[config.mk]
export PLATFORM = sky130hd
export DESIGN_NAME = soft_timer_bank
export DESIGN_NICKNAME = d
export VERILOG_FILES = /design/src/rtl/core/stb_pkg.sv /design/src/rtl/core/stb_alu.sv /design/src/rtl/core/stb_ram.sv /design/src/rtl/core/soft_timer_bank.sv
export SDC_FILE = /design/constraint.sdc
export NUM_CORES = 2
export LEC_CHECK = 0
export BUFFER_PORTS_ARGS = -buffer_cell sky130_fd_sc_hd__buf_2
export CORE_MARGIN = 2
export CORE_UTILIZATION = 45
export CTS_CLUSTER_DIAMETER = 100
export CTS_CLUSTER_SIZE = 30
export DETAILED_ROUTE_END_ITERATION = 8
export GPL_TIMING_DRIVEN = 0
export PLACE_DENSITY = 0.67
export SYNTH_ARGS = -nofsm -noshare
export SYNTH_HDL_FRONTEND = slang
export SYNTH_SLANG_ARGS = --single-unit
[constraint.sdc]
create_clock -name clk -period 14.4 [get_ports clk]
set_input_delay 0.72 -clock clk [delete_from_list [all_inputs] [get_ports clk]]
set_output_delay 0.72 -clock clk [all_outputs]
set_load 0.01 [all_outputs]
[src/rtl/core/stb_pkg.sv]
// Shared types and codes for the software timer bank.
`timescale 1ns / 1ps
`default_nettype none

package stb_pkg;

    localparam int TIME_W = 32;

    localparam logic [1:0] OP_SCAN   = 2'd0;
    localparam logic [1:0] OP_CREATE = 2'd1;
    localparam logic [1:0] OP_DELETE = 2'd2;
    localparam logic [1:0] OP_QUERY  = 2'd3;

    localparam logic [1:0] ST_STOPPED = 2'd0;
    localparam logic [1:0] ST_RUNNING = 2'd1;
    localparam logic [1:0] ST_TIMEOUT = 2'd2;

    localparam logic [1:0] STS_OK     = 2'd0;
    localparam logic [1:0] STS_RANGE  = 2'd1;
    localparam logic [1:0] STS_MODE   = 2'd2;
    localparam logic [1:0] STS_NOFREE = 2'd3;

    typedef struct packed {
        logic              sub;
        logic [TIME_W-1:0] a;
        logic [TIME_W-1:0] b;
    } alu_req_t;

endpackage

`default_nettype wire

[src/rtl/core/stb_alu.sv]
// Shared 32-bit adder that also serves as the match-time comparator.
`timescale 1ns / 1ps
`default_nettype none

module stb_alu
    import stb_pkg::*;
(
    input  alu_req_t          req,
    output logic [TIME_W-1:0] sum,
    output logic              le
);

    logic [TIME_W-1:0] opa;
    logic [TIME_W:0]   full;

    // Subtraction forms b - a; a carry out means a is not greater than b.
    assign opa  = req.sub ? ~req.a : req.a;
    assign full = {1'b0, opa} + {1'b0, req.b} + (TIME_W + 1)'(req.sub);
    assign sum  = full[TIME_W-1:0];
    assign le   = full[TIME_W];

endmodule

`default_nettype wire

[src/rtl/core/stb_ram.sv]
// Single-port-write, registered-read memory for per-timer time values.
`timescale 1ns / 1ps
`default_nettype none

module stb_ram
    import stb_pkg::*;
#(
    parameter int DEPTH = 16,
    parameter int AW    = 4
)
(
    input  wire logic              clk,
    input  wire logic              we,
    input  wire logic [AW-1:0]     waddr,
    input  wire logic [TIME_W-1:0] wdata,
    input  wire logic [AW-1:0]     raddr,
    output logic [TIME_W-1:0]      rdata
);

    logic [TIME_W-1:0] mem [DEPTH];

    always_ff @(posedge clk)
    begin
        if (we)
        begin
            mem[waddr] <= wdata;
        end
        rdata <= mem[raddr];
    end

endmodule

`default_nettype wire

[src/rtl/core/soft_timer_bank.sv]
// Software timer bank top level: command sequencer, timer flags and time stores.
//
// The request channel (req_valid, req_stall) carries one command per transfer:
// a scan step, a timer create, a timer delete or a state query, each with the
// current tick count. The response channel (rsp_valid, rsp_stall) returns
// exactly one result per command, in order.
// The block works on one command at a time and holds req_stall high until the
// result has been placed in the response register. A delete, a query, a rejected
// create and a scan step at the idle pointer value go straight to S_DONE; other
// scan steps pass through S_EXEC and a valid explicit create through S_ARM. A
// create with id 0 walks the allocated flags one timer per cycle in S_SEARCH,
// then goes to S_ARM, or to S_DONE with STS_NOFREE. The next request is taken
// in the cycle after the response register loads. The time arithmetic and
// compare all go through one shared 32-bit adder, and match times and periods
// sit in memories with a registered read port. Reset stops and frees every
// timer and returns the scan pointer to zero; no clearing pass is needed.
// While the receiver stalls, the response is held and the finished command
// waits in the sequencer, with req_stall high, until the register is free.
`timescale 1ns / 1ps
`default_nettype none

module soft_timer_bank
    import stb_pkg::*;
#(
    parameter int NUM_TIMERS = 16
)
(
    input  wire logic              clk,
    input  wire logic              rst_n,
    input  wire logic              req_valid,
    output logic                   req_stall,
    input  wire logic [1:0]        operation,
    input  wire logic [7:0]        timer_id,
    input  wire logic [1:0]        timer_mode,
    input  wire logic [TIME_W-1:0] delay,
    input  wire logic [TIME_W-1:0] now,
    output logic                   rsp_valid,
    input  wire logic              rsp_stall,
    output logic                   fired,
    output logic [3:0]             fired_id,
    output logic [3:0]             assigned_id,
    output logic [1:0]             status,
    output logic [1:0]             state_read
);

    localparam int IDX_W = (NUM_TIMERS > 1) ? $clog2(NUM_TIMERS) : 1;
    localparam int PTR_W = $clog2(NUM_TIMERS + 1);
    localparam logic [8:0] NUM_ID = 9'(NUM_TIMERS);

    localparam logic [2:0] S_IDLE   = 3'd0;
    localparam logic [2:0] S_EXEC   = 3'd1;
    localparam logic [2:0] S_SEARCH = 3'd2;
    localparam logic [2:0] S_ARM    = 3'd3;
    localparam logic [2:0] S_DONE   = 3'd4;

    logic [2:0]        fsm_reg, fsm_next;
    logic [PTR_W-1:0]  scan_ptr_reg, scan_ptr_next;
    logic [IDX_W-1:0]  target_reg, target_next;
    logic [IDX_W-1:0]  search_reg, search_next;
    logic              mode_reg, mode_next;
    logic [TIME_W-1:0] delay_reg, delay_next;
    logic [TIME_W-1:0] now_reg, now_next;
    logic              res_fired_reg, res_fired_next;
    logic [3:0]        res_fired_id_reg, res_fired_id_next;
    logic [3:0]        res_assigned_reg, res_assigned_next;
    logic [1:0]        res_status_reg, res_status_next;
    logic [1:0]        res_sread_reg, res_sread_next;
    logic              rsp_valid_reg, rsp_valid_next;
    logic              fired_reg;
    logic [3:0]        fired_id_reg;
    logic [3:0]        assigned_reg;
    logic [1:0]        status_reg;
    logic [1:0]        sread_reg;

    logic [1:0]        tstate_reg [NUM_TIMERS];
    logic              periodic_reg [NUM_TIMERS];
    logic              alloc_reg [NUM_TIMERS];

    logic              ent_we;
    logic [IDX_W-1:0]  ent_idx;
    logic [1:0]        ent_state;
    logic              alloc_we;
    logic              alloc_val;
    logic              per_we;
    logic              match_we;
    logic              period_we;
    logic              load_rsp;
    logic              id_out;
    logic [IDX_W-1:0]  id_idx;
    logic [IDX_W-1:0]  ram_raddr;
    logic [1:0]        cur_state;
    logic [TIME_W-1:0] match_rd;
    logic [TIME_W-1:0] period_rd;
    logic [TIME_W-1:0] alu_sum;
    logic              alu_le;
    alu_req_t          alu_req;

    assign id_out    = {1'b0, timer_id} >= NUM_ID;
    assign id_idx    = timer_id[IDX_W-1:0];
    assign ram_raddr = (fsm_reg == S_IDLE) ? scan_ptr_reg[IDX_W-1:0] : target_reg;
    assign cur_state = tstate_reg[target_reg];

    stb_alu u_alu
    (
        .req (alu_req),
        .sum (alu_sum),
        .le  (alu_le)
    );

    stb_ram #(.DEPTH(NUM_TIMERS), .AW(IDX_W)) u_match_ram
    (
        .clk   (clk),
        .we    (match_we),
        .waddr (target_reg),
        .wdata (alu_sum),
        .raddr (ram_raddr),
        .rdata (match_rd)
    );

    stb_ram #(.DEPTH(NUM_TIMERS), .AW(IDX_W)) u_period_ram
    (
        .clk   (clk),
        .we    (period_we),
        .waddr (target_reg),
        .wdata (delay_reg),
        .raddr (ram_raddr),
        .rdata (period_rd)
    );

    always_comb
    begin
        fsm_next          = fsm_reg;
        scan_ptr_next     = scan_ptr_reg;
        target_next       = target_reg;
        search_next       = search_reg;
        mode_next         = mode_reg;
        delay_next        = delay_reg;
        now_next          = now_reg;
        res_fired_next    = res_fired_reg;
        res_fired_id_next = res_fired_id_reg;
        res_assigned_next = res_assigned_reg;
        res_status_next   = res_status_reg;
        res_sread_next    = res_sread_reg;
        ent_we            = 1'b0;
        ent_idx           = target_reg;
        ent_state         = ST_STOPPED;
        alloc_we          = 1'b0;
        alloc_val         = 1'b0;
        per_we            = 1'b0;
        match_we          = 1'b0;
        period_we         = 1'b0;
        load_rsp          = 1'b0;
        alu_req.sub       = 1'b0;
        alu_req.a         = delay_reg;
        alu_req.b         = now_reg;

        unique case (fsm_reg)
            S_IDLE:
            begin
                if (req_valid)
                begin
                    now_next          = now;
                    delay_next        = delay;
                    mode_next         = timer_mode[0];
                    res_fired_next    = 1'b0;
                    res_fired_id_next = 4'd0;
                    res_assigned_next = 4'd0;
                    res_status_next   = STS_OK;
                    res_sread_next    = ST_STOPPED;
                    fsm_next          = S_DONE;
                    unique case (operation)
                        OP_SCAN:
                        begin
                            if (scan_ptr_reg == PTR_W'(NUM_TIMERS))
                            begin
                                scan_ptr_next = '0;
                            end
                            else
                            begin
                                target_next = scan_ptr_reg[IDX_W-1:0];
                                fsm_next    = S_EXEC;
                            end
                        end
                        OP_CREATE:
                        begin
                            if (id_out)
                            begin
                                res_status_next = STS_RANGE;
                            end
                            else if (timer_mode > 2'd1)
                            begin
                                res_status_next = STS_MODE;
                            end
                            else if (timer_id == 8'd0)
                            begin
                                search_next = '0;
                                fsm_next    = S_SEARCH;
                            end
                            else
                            begin
                                target_next = id_idx;
                                fsm_next    = S_ARM;
                            end
                        end
                        OP_DELETE:
                        begin
                            if (id_out)
                            begin
                                res_status_next = STS_RANGE;
                            end
                            else
                            begin
                                ent_we    = 1'b1;
                                ent_idx   = id_idx;
                                ent_state = ST_STOPPED;
                                alloc_we  = 1'b1;
                                alloc_val = 1'b0;
                            end
                        end
                        OP_QUERY:
                        begin
                            if (id_out)
                            begin
                                res_status_next = STS_RANGE;
                            end
                            else
                            begin
                                res_sread_next = tstate_reg[id_idx];
                            end
                        end
                        default:
                        begin
                            res_status_next = STS_OK;
                        end
                    endcase
                end
            end
            S_EXEC:
            begin
                scan_ptr_next = scan_ptr_reg + 1'b1;
                fsm_next      = S_DONE;
                if (cur_state == ST_RUNNING)
                begin
                    alu_req.sub = 1'b1;
                    alu_req.a   = match_rd;
                    if (alu_le)
                    begin
                        ent_we            = 1'b1;
                        ent_state         = ST_TIMEOUT;
                        res_fired_next    = 1'b1;
                        res_fired_id_next = 4'(target_reg);
                    end
                end
                else if (cur_state == ST_TIMEOUT)
                begin
                    ent_we = 1'b1;
                    if (periodic_reg[target_reg])
                    begin
                        alu_req.a = period_rd;
                        match_we  = 1'b1;
                        ent_state = ST_RUNNING;
                    end
                    else
                    begin
                        ent_state = ST_STOPPED;
                    end
                end
            end
            S_SEARCH:
            begin
                if (!alloc_reg[search_reg])
                begin
                    target_next = search_reg;
                    fsm_next    = S_ARM;
                end
                else if (search_reg == IDX_W'(NUM_TIMERS - 1))
                begin
                    res_status_next = STS_NOFREE;
                    fsm_next        = S_DONE;
                end
                else
                begin
                    search_next = search_reg + 1'b1;
                end
            end
            S_ARM:
            begin
                match_we          = 1'b1;
                period_we         = 1'b1;
                ent_we            = 1'b1;
                ent_state         = ST_RUNNING;
                alloc_we          = 1'b1;
                alloc_val         = 1'b1;
                per_we            = 1'b1;
                res_assigned_next = 4'(target_reg);
                fsm_next          = S_DONE;
            end
            S_DONE:
            begin
                if (!rsp_valid_reg || !rsp_stall)
                begin
                    load_rsp = 1'b1;
                    fsm_next = S_IDLE;
                end
            end
            default:
            begin
                fsm_next = S_IDLE;
            end
        endcase

        if (load_rsp)
        begin
            rsp_valid_next = 1'b1;
        end
        else if (!rsp_stall)
        begin
            rsp_valid_next = 1'b0;
        end
        else
        begin
            rsp_valid_next = rsp_valid_reg;
        end
    end

    always_ff @(posedge clk or negedge rst_n)
    begin
        if (!rst_n)
        begin
            fsm_reg       <= S_IDLE;
            scan_ptr_reg  <= '0;
            rsp_valid_reg <= 1'b0;
            for (int i = 0; i < NUM_TIMERS; i++)
            begin
                tstate_reg[i]   <= ST_STOPPED;
                periodic_reg[i] <= 1'b0;
                alloc_reg[i]    <= 1'b0;
            end
        end
        else
        begin
            fsm_reg       <= fsm_next;
            scan_ptr_reg  <= scan_ptr_next;
            rsp_valid_reg <= rsp_valid_next;
            if (ent_we)
            begin
                tstate_reg[ent_idx] <= ent_state;
            end
            if (alloc_we)
            begin
                alloc_reg[ent_idx] <= alloc_val;
            end
            if (per_we)
            begin
                periodic_reg[ent_idx] <= mode_reg;
            end
        end
    end

    always_ff @(posedge clk)
    begin
        target_reg       <= target_next;
        search_reg       <= search_next;
        mode_reg         <= mode_next;
        delay_reg        <= delay_next;
        now_reg          <= now_next;
        res_fired_reg    <= res_fired_next;
        res_fired_id_reg <= res_fired_id_next;
        res_assigned_reg <= res_assigned_next;
        res_status_reg   <= res_status_next;
        res_sread_reg    <= res_sread_next;
        if (load_rsp)
        begin
            fired_reg    <= res_fired_reg;
            fired_id_reg <= res_fired_id_reg;
            assigned_reg <= res_assigned_reg;
            status_reg   <= res_status_reg;
            sread_reg    <= res_sread_reg;
        end
    end

    assign req_stall   = (fsm_reg != S_IDLE);
    assign rsp_valid   = rsp_valid_reg;
    assign fired       = fired_reg;
    assign fired_id    = fired_id_reg;
    assign assigned_id = assigned_reg;
    assign status      = status_reg;
    assign state_read  = sread_reg;

    logic [NUM_TIMERS-1:0] orphan;

    always_comb
    begin
        for (int i = 0; i < NUM_TIMERS; i++)
        begin
            orphan[i] = (tstate_reg[i] != ST_STOPPED) && !alloc_reg[i];
        end
    end

    a_ptr_range: assert property (@(posedge clk) disable iff (!rst_n)
        scan_ptr_reg <= PTR_W'(NUM_TIMERS))
        else $error("scan pointer beyond idle step");

    a_no_orphan: assert property (@(posedge clk) disable iff (!rst_n)
        orphan == '0)
        else $error("active timer is not allocated");

    a_fire_clean: assert property (@(posedge clk) disable iff (!rst_n)
        (rsp_valid && fired) |->
            (status == STS_OK && assigned_id == 4'd0 && state_read == ST_STOPPED))
        else $error("fired result carries other fields");

    a_done_emits: assert property (@(posedge clk) disable iff (!rst_n)
        (fsm_reg == S_DONE && (!rsp_valid_reg || !rsp_stall)) |=>
            (rsp_valid_reg && fsm_reg == S_IDLE))
        else $error("finished command produced no response");

endmodule

`default_nettype wire
==> summary.txt <==
Die
  – Core Region: 113,000 um^2
  – Die Ht: around 340 um
  – Area of the die: around 120,000 um^2
  – Ports: 95
  – Die extent in x: approximately 340 um
  – Row cnt: 123
  – Initial Util: 45.5%

Clocking
  – Clock Pin Slew Worst Setup and Hold Paths: approximately 0.12 ns
  – Later-pin clock latency in the skew report: 0.69 ns
  – Root Driver: clkbuf_16
  – TritonCTS buffer count: 48
  – CTS Hold Bufs: 1
  – Post-CTS setup buffers: 0
  – Clk buf depth: 3
  – Number of H-tree levels: 2
  – CTS Sinks: between 1,000 and 1,500
  – Post-CTS Resized: 0
  – CTS tree: yes

Critical path
  – Critical path endpoint category: flip-flop
  – Crit path kind: flip-flop to flip-flop
  – CP startpoint: target_reg[1]
  – CP arrival: approximately 8.2 ns
  – R2R Path Start: target_reg[1]
  – Flop-to-flop setup slack: about 6.8 ns
  – Worst Reg-to-Reg Cells: 23
  – Worst r2r dst: tstate_reg[25]
  – WP data required: around 15 ns
  – Setup crit start kind: flip-flop
  – Crit path capture: tstate_reg[25]
  – Crit path max fanout: 10

GRT
  – Gr usage total: a little under a quarter
  – Total global routing overflow: 0
  – Most used routing layer: met2
  – Vias in the first global route: approximately 31,000
  – Met2 GRT Util: between 30% and 40%
  – First-pass GRT wire length: 206,000 um
  – Met1 Resource Use GR: 33.9%
  – GR Util met3: about 3.6%
  – Largest net degree at the start of global routing: between 50 and 60
  – Antenna violations before repair: 3

Detailed routing
  – Pre-antenna DRT Iters: 5
  – # DRC: 0
  – Drt via density: 5.95
  – Vias: 32,700
  – Drt total wl: around 140,000 um
  – Routed length per placed instance: between 20 and 30 um
  – Final ANT Viol Nets: 0
  – Initial DRC count: about 4,300

Synthesis
  – Post-Synthesis Cells: 3,768
  – Seq cells post-synth: 1,260
  – Number of flops mapped to enable cells by yosys: about 1,100
  – Synth Warn #: 0
  – Distinct cells, synth: 76
  – Largest cells by area after synthesis: edfxtp_1, a211oi_1, nand2_1, dfrtp_1, and2_1
  – Top-area cell type share of the netlist area: between 60% and 70%
  – FFs w/ async S/R, synth: 5.79%
  – Syn Nets: 3,883
  – Post-synthesis sequential area ratio: a little under three quarters
  – Main synth FF type: edfxtp_1
  – Average size of a mapped cell: ~14 um^2
  – Largest area contributor in the netlist: edfxtp_1
  – Top cells by count, synth: edfxtp_1, nand2_1, a211oi_1, and2_1, clkbuf_1
  – Most common cell in the netlist: edfxtp_1
  – Mapped Area: around 50,000 um^2

Cells and area
  – Share of post-route cells with drive strength above 1: around 8.1%
  – FILL cells: around 9,500
  – Non-filler cells, final: between 5,000 and 6,000
  – Nets@finish: 4,073
  – Largest regs: u_match_ram.mem: 512 flops, u_period_ram.mem: 512 flops
  – Area delta synth->final: 9.68%
  – Fin area: between 50,000 and 60,000 um^2
  – Final core occ: roughly 50%

STA
  – Period utilization: between 50% and 60%
  – Fin Setup TNS: 0 ns
  – Fin. Hold Viols: 0
  – Final worst hold slack: around 0.20 ns
  – Clock skew: between 0.03 and 0.04 ns
  – Tmin final: roughly 7.6 ns
  – Final Max Slew Viols: 32
  – Setup WS post-layout: 6.78 ns
  – Slew @ Worst Pin: ~1.6 ns
  – RSZ-0062 raised after global routing: no
  – Max_slew headroom: -6.85%
  – Final setup vio count: 0
  – Max Fclk: ~130 MHz

Pwr
  – Pwr dens: between 150 and 200 nW/um^2
  – Worst-case vdd ir drop: between 0.1 and 0.15 mV
  – Power Total: just over 10 mW
  – Leakage Power: 18.5 nW

Hold path
  – Hold WC Path Type: input port to flip-flop

Place
  – DP Wirelength: a little over 100,000 um
  – Placed Area: about 55,000 um^2
  – Routability congestion estimate: 0.979
  – PortBufs: 92
  – Dpl ws: approximately 7 ns
  – Placed insts: between 5,000 and 6,000

Outcome
  – Failing checks: max-capacitance violations, max-slew violations
  – Outcome: complete, but fails checks

Job
  – Maxcap violations: 5
-- layout make-up --
cell class	count	area (um^2)	share of cell area (%)
Antenna cell	1	2.50	0.00444
Buffer	255	1010	1.79
Clock buffer	85	1400	2.49
Clock inverter	5	60.1	0.107
Inverter	24	92.6	0.164
Multi-Input combinational cell	2229	13800	24.5
Sequential cell	1260	36800	65.4
Tap cell	1500	1880	3.33
Timing Repair Buffer	140	1280	2.27
-- cells by family (layout without fill, tap and decap cells) --
kind of cell               count (synthesis)  after routing  synth area share, %
muxes                                     60             60                 1.57
DFF                                     1260           1260                 71.7
adders and majority gates                 35             35                0.867
other                                      0              1                    0
xor gates and xnor gates                  34             34                0.580
and+or+nand+nor                         1110           1110                 9.98
buffers and inverters                    279            509                 2.12
AOI/OAI and AO/OA                        990            990                 13.2
-- routing by layer --
| metal | vias to the layer above | share of wire (%) |
|---|---|---|
| met2 | 1455 | 46 |
| li1 | 14600 | - |
| met3 | 170 | 8.6 |
| met4 | 4 | 2.8 |
| met5 | - | 0.072 |
| met1 | 16400 | 42 |
-- critical path, stage by stage, from the launching register on --
cell and delay [ns]:
edfxtp_1 0.35, buf_2 0.22, buf_2 0.26, buf_1 0.55, a311oi_1 0.32, o21bai_1 0.37
and2_1 0.18, buf_2 0.22, nor3_1 0.10, nor2_1 0.46, clkbuf_1 0.36, nor2_1 0.15
a21oi_1 0.35, ha_1 0.36, nor2b_1 0.16, o21ai_1 0.17, a21oi_1 0.15, o41a_1 0.41
o211ai_1 0.26, nand3_1 0.19, a311oi_1 0.96, nor2_1 0.38, buf_2 0.32, a22o_1 0.24
-- worst min-delay path by stage --
stage | startpoint | cells past startpoint | slack, ns | endpoint
global placement | res_fired_id_reg[1] | 0 | 0.41 | fired_id[1]
floorplan | res_assigned_reg[0] | 0 | 0.40 | assigned_id[0]
CTS | delay[8] | 1 | 0.18 | delay_reg[8]
finish | now[0] | 1 | 0.20 | now_reg[0]
detailed placement | res_status_reg[0] | 0 | 0.41 | status[0]
global route | delay[3] | 1 | 0.18 | delay_reg[3]
-- layout by cell type, fill, tap and decap left out, types with 5 or more instances in the layout --
cell | synthesis | layout
mux2i_1 | 20 | 20
nand2b_1 | 16 | 16
nand2_1 | 607 | 607
edfxtp_1 | 1123 | 1123
a21o_1 | 34 | 34
dfxtp_1 | 64 | 64
a22o_1 | 15 | 15
inv_1 | 23 | 22
nand3_1 | 11 | 11
and2_1 | 264 | 264
clkbuf_16 | 0 | 50
and3_1 | 9 | 9
nand4_1 | 9 | 9
buf_12 | 0 | 29
buf_2 | 13 | 104
nor3_2 | 2 | 6
o211ai_1 | 5 | 5
a211oi_1 | 322 | 321
mux2_2 | 25 | 25
a31oi_1 | 132 | 131
xnor2_2 | 0 | 11
ha_1 | 34 | 34
nor4_1 | 6 | 6
xor2_1 | 14 | 12
clkbuf_1 | 226 | 254
nor3_1 | 17 | 13
mux4_2 | 14 | 14
nand3b_1 | 5 | 5
a311oi_1 | 132 | 132
dfrtp_1 | 73 | 73
nor2_1 | 125 | 97
clkbuf_2 | 0 | 5
o21ai_0 | 89 | 89
a21oi_1 | 219 | 218
xnor2_1 | 20 | 9
buf_6 | 2 | 15
nor2_4 | 0 | 28
buf_1 | 13 | 13
nor2b_1 | 17 | 17
-- power by group --
group,leakage (nW),switching [mW],total (mW),internal (mW)
clock network,0.703,1.09,1.77,0.688
registers,11.6,0.199,4.73,4.53
logic,6.12,2.77,3.77,0.996
No activity file was read; power rests on OpenSTA's default activity.
